**config.mk**
```make
export PLATFORM = sky130hd
export DESIGN_NAME = lru_recency_list_top
export DESIGN_NICKNAME = d
export VERILOG_FILES = /design/src/rtl/lrl_pkg.sv /design/src/rtl/lru_recency_list_top.sv /design/src/rtl/lrl_ctrl.sv /design/src/rtl/lrl_dpath.sv
export SDC_FILE = /design/constraint.sdc
export NUM_CORES = 2
export LEC_CHECK = 0
export BUFFER_PORTS_ARGS = -buffer_cell sky130_fd_sc_hd__buf_2
export CELL_PAD_IN_SITES_DETAIL_PLACEMENT = 1
export CELL_PAD_IN_SITES_GLOBAL_PLACEMENT = 2
export CORE_MARGIN = 2
export CORE_UTILIZATION = 50
export DETAILED_ROUTE_END_ITERATION = 12
export GPL_ROUTABILITY_DRIVEN = 0
export PLACE_DENSITY = 0.87
export SYNTH_ARGS = -nofsm -noshare
export SYNTH_HDL_FRONTEND = slang
export SYNTH_HIERARCHICAL = 1
export SYNTH_SLANG_ARGS = --single-unit
```
**constraint.sdc**
```tcl
create_clock -name clk -period 22.4 [get_ports clk]
set_input_delay 4.48 -clock clk [delete_from_list [all_inputs] [get_ports clk]]
set_output_delay 4.48 -clock clk [all_outputs]
set_load 0.005 [all_outputs]
```
**src/rtl/lrl_pkg.sv**
```systemverilog
// Shared types and codes of the recency list.
package lrl_pkg;

	localparam int KEY_W = 64;
	localparam int OP_W  = 2;
	localparam int ST_W  = 2;
	localparam int CAP_W = 5;
	localparam int OCC_W = 5;

	localparam logic [OP_W-1:0] OP_LOOKUP  = 2'd0;
	localparam logic [OP_W-1:0] OP_INSERT  = 2'd1;
	localparam logic [OP_W-1:0] OP_REFRESH = 2'd2;

	localparam logic [ST_W-1:0] ST_OK        = 2'd0;
	localparam logic [ST_W-1:0] ST_ABSENT    = 2'd1;
	localparam logic [ST_W-1:0] ST_DUPLICATE = 2'd2;

	localparam logic [CAP_W-1:0] CAP_RESET = 5'd16;

	// controller -> datapath commands
	typedef struct packed {
		logic load;   // latch the incoming item
		logic exec;   // apply the operation and load the result register
	} cmd_t;

endpackage

```
**src/rtl/lru_recency_list_top.sv**
```systemverilog
// Top level of the recency list: stream ports, controller and datapath.
//
// Ordered list of up to ENTRIES 64-bit keys, oldest first. Each item
// carries an op in s_tuser (lookup, insert, refresh; the unused code acts
// as a lookup) and a key in s_tdata, and yields exactly one result item.
// Lookup only reports presence. Insert appends the key as newest, first
// evicting the oldest key when the list holds at least capacity keys;
// inserting a key already held is ignored with a duplicate status.
// Refresh moves a held key to the newest slot; an absent key is flagged.
// Timing: an item is compared against every entry in the cycle after it
// is accepted (match vector registered); the list update and result
// register load happen in the update step, which also accepts the next
// item. No item is taken during a compare step. A result waiting in the
// output register holds the update step until it is taken, and the next
// item is then accepted only in the cycle that step runs; with nothing
// in flight an item is accepted at once. Capacity is written on the cfg
// channel; the user must write it only while the block is idle, as the
// block does not enforce it. 0 acts as 1 and values above ENTRIES act as
// ENTRIES. Lowering capacity below the current occupancy drops nothing:
// later inserts evict one key each. Key storage has no reset; only
// entries below the occupancy count are ever read.
module lru_recency_list_top #(
	parameter int ENTRIES = 16
) (
	input  logic        clk,
	input  logic        arst_n,
	// input items
	input  logic        s_tvalid,
	output logic        s_tready,
	input  logic [63:0] s_tdata,   // [63:0] key
	input  logic [1:0]  s_tuser,   // [1:0] op
	// result items
	output logic        m_tvalid,
	input  logic        m_tready,
	output logic [79:0] m_tdata,   // [0] hit, [1] evicted_valid, [65:2] evicted_key,
	                               // [67:66] status, [72:68] occupancy, [79:73] zero
	// capacity register write
	input  logic        cfg_valid,
	output logic        cfg_ready,
	input  logic [4:0]  cfg_data   // [4:0] capacity
);

	lrl_pkg::cmd_t                 cmd;
	logic                          hit;
	logic                          evicted_valid;
	logic [lrl_pkg::KEY_W-1:0]     evicted_key;
	logic [lrl_pkg::ST_W-1:0]      status;
	logic [lrl_pkg::OCC_W-1:0]     occupancy;

	// the register is always writable
	assign cfg_ready = 1'b1;

	lrl_ctrl u_ctrl (
		.clk      (clk),
		.arst_n   (arst_n),
		.s_tvalid (s_tvalid),
		.s_tready (s_tready),
		.m_tvalid (m_tvalid),
		.m_tready (m_tready),
		.cmd      (cmd)
	);

	lrl_dpath #(
		.ENTRIES (ENTRIES)
	) u_dpath (
		.clk           (clk),
		.arst_n        (arst_n),
		.cmd           (cmd),
		.in_op         (s_tuser),
		.in_key        (s_tdata),
		.cfg_we        (cfg_valid && cfg_ready),
		.cfg_data      (cfg_data),
		.hit           (hit),
		.evicted_valid (evicted_valid),
		.evicted_key   (evicted_key),
		.status        (status),
		.occupancy     (occupancy)
	);

	assign m_tdata = {7'd0, occupancy, status, evicted_key, evicted_valid, hit};

	// an accepted item always spends a compare cycle before the next one enters
	a_cmp_gap: assert property (@(posedge clk) disable iff (!arst_n)
		s_tvalid && s_tready |=> !s_tready)
		else $error("item accepted during compare cycle");

	// each update step produces a visible result
	a_exec_out: assert property (@(posedge clk) disable iff (!arst_n)
		cmd.exec |=> m_tvalid)
		else $error("update step without result");

	// an eviction only comes from a fresh insert
	a_evict_clean: assert property (@(posedge clk) disable iff (!arst_n)
		m_tvalid && evicted_valid |-> !hit && (status == lrl_pkg::ST_OK))
		else $error("eviction on hit or flagged item");

	// a duplicate insert must have found the key
	a_dup_hit: assert property (@(posedge clk) disable iff (!arst_n)
		m_tvalid && (status == lrl_pkg::ST_DUPLICATE) |-> hit)
		else $error("duplicate status without hit");

endmodule

```
**src/rtl/lrl_ctrl.sv**
```systemverilog
// Controller: sequences compare and update, owns the result valid flag.
module lrl_ctrl (
	input  logic          clk,
	input  logic          arst_n,
	input  logic          s_tvalid,
	output logic          s_tready,
	output logic          m_tvalid,
	input  logic          m_tready,
	output lrl_pkg::cmd_t cmd
);

	localparam logic [1:0] S_IDLE = 2'd0;
	localparam logic [1:0] S_CMP  = 2'd1;
	localparam logic [1:0] S_EXEC = 2'd2;

	logic [1:0] state_q;
	logic [1:0] state_d;
	logic       out_valid_q;
	logic       out_free;
	logic       exec_go;
	logic       accept;

	assign out_free = !out_valid_q || m_tready;
	assign exec_go  = (state_q == S_EXEC) && out_free;
	// a new item may enter in the same cycle the previous one retires
	assign s_tready = (state_q == S_IDLE) || exec_go;
	assign accept   = s_tvalid && s_tready;
	assign m_tvalid = out_valid_q;

	assign cmd.load = accept;
	assign cmd.exec = exec_go;

	always_comb begin
		state_d = state_q;
		unique case (state_q)
			S_IDLE: begin
				if (accept) state_d = S_CMP;
			end
			S_CMP: begin
				state_d = S_EXEC;
			end
			S_EXEC: begin
				if (exec_go) state_d = accept ? S_CMP : S_IDLE;
			end
			default: begin
				state_d = S_IDLE;
			end
		endcase
	end

	always_ff @(posedge clk or negedge arst_n) begin
		if (!arst_n) begin
			state_q     <= S_IDLE;
			out_valid_q <= 1'b0;
		end else begin
			state_q <= state_d;
			if (exec_go) begin
				out_valid_q <= 1'b1;
			end else if (m_tready) begin
				out_valid_q <= 1'b0;
			end
		end
	end

endmodule

```
**src/rtl/lrl_dpath.sv**
```systemverilog
// Datapath: key list with parallel match, shift/append update, result register.
module lrl_dpath #(
	parameter int ENTRIES = 16
) (
	input  logic                          clk,
	input  logic                          arst_n,
	input  lrl_pkg::cmd_t                 cmd,
	input  logic [lrl_pkg::OP_W-1:0]      in_op,
	input  logic [lrl_pkg::KEY_W-1:0]     in_key,
	input  logic                          cfg_we,
	input  logic [lrl_pkg::CAP_W-1:0]     cfg_data,
	output logic                          hit,
	output logic                          evicted_valid,
	output logic [lrl_pkg::KEY_W-1:0]     evicted_key,
	output logic [lrl_pkg::ST_W-1:0]      status,
	output logic [lrl_pkg::OCC_W-1:0]     occupancy
);

	localparam int CW = $clog2(ENTRIES + 1);
	localparam int IW = $clog2(ENTRIES);
	localparam int EW = (CW > lrl_pkg::CAP_W) ? CW : lrl_pkg::CAP_W;

	logic [lrl_pkg::KEY_W-1:0] key_list_q [ENTRIES];
	logic [lrl_pkg::KEY_W-1:0] shift_src  [ENTRIES];
	logic [CW-1:0]             held_q;
	logic [lrl_pkg::CAP_W-1:0] cap_q;
	logic [lrl_pkg::OP_W-1:0]  op_q;
	logic [lrl_pkg::KEY_W-1:0] key_q;
	logic [ENTRIES-1:0]        match_q;
	logic [ENTRIES-1:0]        match_d;

	logic                      hit_q;
	logic                      ev_valid_q;
	logic [lrl_pkg::KEY_W-1:0] ev_key_q;
	logic [lrl_pkg::ST_W-1:0]  status_q;
	logic [lrl_pkg::OCC_W-1:0] occ_q;

	logic                      present;
	logic [IW-1:0]             pos;
	logic [lrl_pkg::CAP_W-1:0] cap1;
	logic                      full;
	logic                      is_ins;
	logic                      is_ref;
	logic                      do_evict;
	logic                      do_append;
	logic                      do_move;
	logic                      shift_on;
	logic                      write_on;
	logic [IW-1:0]             start;
	logic [CW-1:0]             last;
	logic [CW-1:0]             wr_idx;
	logic [CW-1:0]             held_next;
	logic [EW-1:0]             held_ext;
	logic [lrl_pkg::ST_W-1:0]  status_d;

	// per-entry compare, masked by occupancy; registered before use
	always_comb begin
		for (int i = 0; i < ENTRIES; i++) begin
			match_d[i] = (key_list_q[i] == key_q) && (CW'(i) < held_q);
		end
	end

	// keys are unique among held entries, so the match is at most one-hot
	always_comb begin
		pos = '0;
		for (int i = 0; i < ENTRIES; i++) begin
			if (match_q[i]) pos = pos | IW'(i);
		end
	end

	genvar g;
	generate
		for (g = 0; g < ENTRIES; g++) begin : g_src
			if (g < ENTRIES - 1) begin : g_mid
				assign shift_src[g] = key_list_q[g+1];
			end else begin : g_end
				assign shift_src[g] = key_list_q[g];
			end
		end
	endgenerate

	assign present   = |match_q;
	assign cap1      = (cap_q == '0) ? lrl_pkg::CAP_W'(1) : cap_q;
	// held >= min(max(cap,1), ENTRIES)
	assign full      = (EW'(held_q) >= EW'(cap1)) || (held_q == CW'(ENTRIES));
	assign is_ins    = (op_q == lrl_pkg::OP_INSERT);
	assign is_ref    = (op_q == lrl_pkg::OP_REFRESH);
	assign do_evict  = is_ins && !present && full;
	assign do_append = is_ins && !present && !full;
	assign do_move   = is_ref && present;
	assign shift_on  = do_evict || do_move;
	assign write_on  = shift_on || do_append;
	assign start     = do_evict ? '0 : pos;
	assign last      = held_q - CW'(1);
	assign wr_idx    = do_append ? held_q : last;
	assign held_next = do_append ? (held_q + CW'(1)) : held_q;
	assign held_ext  = EW'(held_next);

	always_comb begin
		priority if (is_ins && present) begin
			status_d = lrl_pkg::ST_DUPLICATE;
		end else if (is_ref && !present) begin
			status_d = lrl_pkg::ST_ABSENT;
		end else begin
			status_d = lrl_pkg::ST_OK;
		end
	end

	always_ff @(posedge clk) begin
		match_q <= match_d;
		if (cmd.load) begin
			op_q  <= in_op;
			key_q <= in_key;
		end
		if (cmd.exec) begin
			for (int i = 0; i < ENTRIES; i++) begin
				if (shift_on && (IW'(i) >= start) && (CW'(i) < last)) begin
					key_list_q[i] <= shift_src[i];
				end else if (write_on && (CW'(i) == wr_idx)) begin
					key_list_q[i] <= key_q;
				end
			end
			hit_q      <= present;
			ev_valid_q <= do_evict;
			ev_key_q   <= do_evict ? key_list_q[0] : '0;
			status_q   <= status_d;
			occ_q      <= held_ext[lrl_pkg::OCC_W-1:0];
		end
	end

	always_ff @(posedge clk or negedge arst_n) begin
		if (!arst_n) begin
			held_q <= '0;
			cap_q  <= lrl_pkg::CAP_RESET;
		end else begin
			if (cmd.exec) held_q <= held_next;
			if (cfg_we) cap_q <= cfg_data;
		end
	end

	assign hit           = hit_q;
	assign evicted_valid = ev_valid_q;
	assign evicted_key   = ev_key_q;
	assign status        = status_q;
	assign occupancy     = occ_q;

endmodule

```
==> flow_summary.toml <==
[synthesis]
ys_ff_latch = 1192
syn_area_per_cell_um2 = 14.3
synthFlopType = "edfxtp_1"
ys_warn_count = 6
synth_cells = 4304
ys_async_sr_fraction_pct = 1.09
synth-seq-area-share_pct = 57.8
synth-edff-count = 1163
syn_area_um2 = 61500
yosysUniqueCellTypes = 77

[critical_path]
arrival_ps = 5030
worstPathRequired_ps = 17920
crit_fanout = 4
path_class = "in -> out"
critPathLaunchType = "input pin"
critPathCaptureType = "primary output"

[routing]
vias_per_cell = 6.55
ant_nets = 0
vias = 39800
drt_pass1_iterations = 8
drc = 0
wire_per_inst_um = 36.1
initialDrtViolationCount = 5920
wirelength_um = 220000

[layout]
diodes = 0
layout-drive-gt1-share_pct = 24.8
stdcell_area_um2 = 67900
nNetsFinal = 4429
utilization_pct = 55.7
multi_input_area_um2 = 24100
syn_to_final_growth_pct = 10.4
num-fill-cells = 11600
seq_area_um2 = 35600

[place]
dp_slack_ps = 12890
portBuffers = 150
dp_hpwl_um = 153000
placed_area_um2 = 63700

[power_and_ir_drop]
pwr_density_cell_nw_per_um2 = 79.5
p_leak_nw = 23.0
ir_drop_v = 0.0000790

[global_route]
grt_pass1_wl_um = 307000
grt_pass1_vias = 40200
grt_usage_pct = 34.6
antenna_found_initial = 15
grt_max_degree = 72
globalRouteOverflowTotal = 0

[clocking]
cts_tree = "done"
hold_buffers = 0
clk_pin_slew_ps = 60
cts.path.max_buffers = 3
clk_latency_ps = 780
clkSinkCount = 1192
h-tree-depth = 4
ctsResizeCount = 0
cts_made_buffers = 136
root_buffer = "clkbuf_16"
cts_setup_buffers = 0

[sta]
period_needed_ps = 9510
grt_setup_unrepaired = "false"
worstMarginPinSlew_ps = 1410
tns_ps = 0
finalWorstSetupSlack_ps = 12890
skew_ps = 42.1
fmax_ghz = 0.105
slew_violations = 0
hold_viol_final = 0
setup_viol = 0
slew-limit-headroom_pct = 5.53
period_share_pct = 42.4
fin_hold_ws_ps = 560

[floorplan]
num_rows = 128
die-area_um2 = 126000
die_w_um = 355
initial_core_util_pct = 50.5
top_level_ports = 159
core-area_um2 = 122000
die_h_um = 355

[min_path]
hp-class = "reg -> reg"

[status]
outcome = "finished, final reports clean"

[job]
drv_cap = 0
## logic make-up (layout without fill, tap and decap cells)
kind of cell    after synthesis  in the layout  share of synthesized area, %
compound gates              185            185                          2.25
xor+xnor                    940            940                          13.4
fa+ha+maj                     8              8                         0.163
buf+inv                     473            617                          3.54
flops                      1192           1192                          57.8
mux                         966            966                          17.6
other cells                   2              8                        0.0122
simple gates                538            538                          5.19
## path summary, 6_finish.rpt
| check | from | endpoint | slack [ps] | cells after the start |
|---|---|---|---|---|
| setup / recovery | m_tready | s_tready | 12890 | 4 |
| hold / removal | u_ctrl/m_tvalid | u_ctrl/m_tvalid | 560 | 2 |
| setup reg to reg | u_dpath/held_q[0] | u_dpath/key_list_q[1][416] | 15390 | 11 |
| hold reg to reg | u_ctrl/m_tvalid | u_ctrl/m_tvalid | 560 | 2 |
| max in group asynchronous | arst_n | u_dpath/cap_q[4] | 18480 | 1 |
| min in group asynchronous | arst_n | u_dpath/held_q[2] | 3600 | 1 |
## worst max-delay path: stages
cell     delay [ps]
buf_2           120
nor2b_4         200
a21oi_1         100
buf_2           130
## where the power goes
part | total (mW) | internal, mW | switching [mW]
sequential | 2.56 | 2.50 | 0.0580
combinational | 0.690 | 0.203 | 0.488
clock | 2.14 | 1.21 | 0.939
## placed cells by master, fill, tap and decap left out, types with 66 or more instances in the layout
cell type and n:
xnor2_1 499, clkbuf_16 141, edfxtp_1 1163, and3_1 66, xor2_1 441, mux2_2 598
inv_1 88, nand4_1 154, mux2_1 342, buf_4 132, nor4_1 147, buf_2 150
## registers in the layout (all words and copies together), names as in the netlist
signal                 flops
u_dpath/key_list_q      1024
u_dpath/evicted_key       64
u_dpath/key_q             64
u_dpath/match_q           16
u_dpath/cap_q              5
u_dpath/held_q             5
u_dpath/occupancy          5
u_ctrl/state_q             2
u_dpath/op_q               2
u_dpath/status             2
u_ctrl/m_tvalid            1
u_dpath/evicted_valid      1
u_dpath/hit                1
## cells in the mapped netlist, types with 23 or more instances
| library cell | instances | area (µm²) |
|---|---|---|
| xnor2_1 | 499 | 4370 |
| o21ai_0 | 23 | 115 |
| mux2i_1 | 26 | 260 |
| buf_2 | 50 | 250 |
| nor4_1 | 147 | 920 |
| mux2_1 | 342 | 3850 |
| o22ai_1 | 32 | 200 |
| mux2_2 | 598 | 6730 |
| clkbuf_1 | 195 | 732 |
| xor2_1 | 441 | 3860 |
| and3_1 | 67 | 419 |
| inv_1 | 88 | 330 |
| edfxtp_1 | 1163 | 34900 |
| nand4_1 | 154 | 963 |
| nand2_1 | 40 | 150 |
| nand3_1 | 39 | 195 |
| buf_1 | 70 | 263 |
| buf_4 | 50 | 375 |
| nor3_1 | 29 | 145 |
| nor2_1 | 25 | 93.8 |
## metal layers
| layer | part of all wire [%] | global-route usage [%] |
|---|---|---|
| met3 | 11 | 7.24 |
| met5 | 0.027 | 0 |
| met4 | 6.2 | 18.7 |
| met2 | 44 | 52.4 |
| met1 | 38 | 46.8 |
## final cells by class
class                      count  share of cell area [%]
tap                         1625                    2.99
timing repair buffer         282                    2.56
inverter                      88                   0.486
clock inverter                62                   0.676
sequential                  1192                    52.4
clock buffer                 185                    5.44
multi-input combinational   2645                    35.5
## stage by stage
| stage | power (mW) | instances |
|---|---|---|
| after global placement | 3.25 | 5832 |
| after CTS | 5.40 | 6079 |
| final | 5.40 | 6079 |
| after floorplan | 2.98 | 4310 |
| after detailed placement | 3.27 | 5832 |
| after global routing | 5.52 | 6079 |
Note: power is estimated with default switching activity, not from simulation.
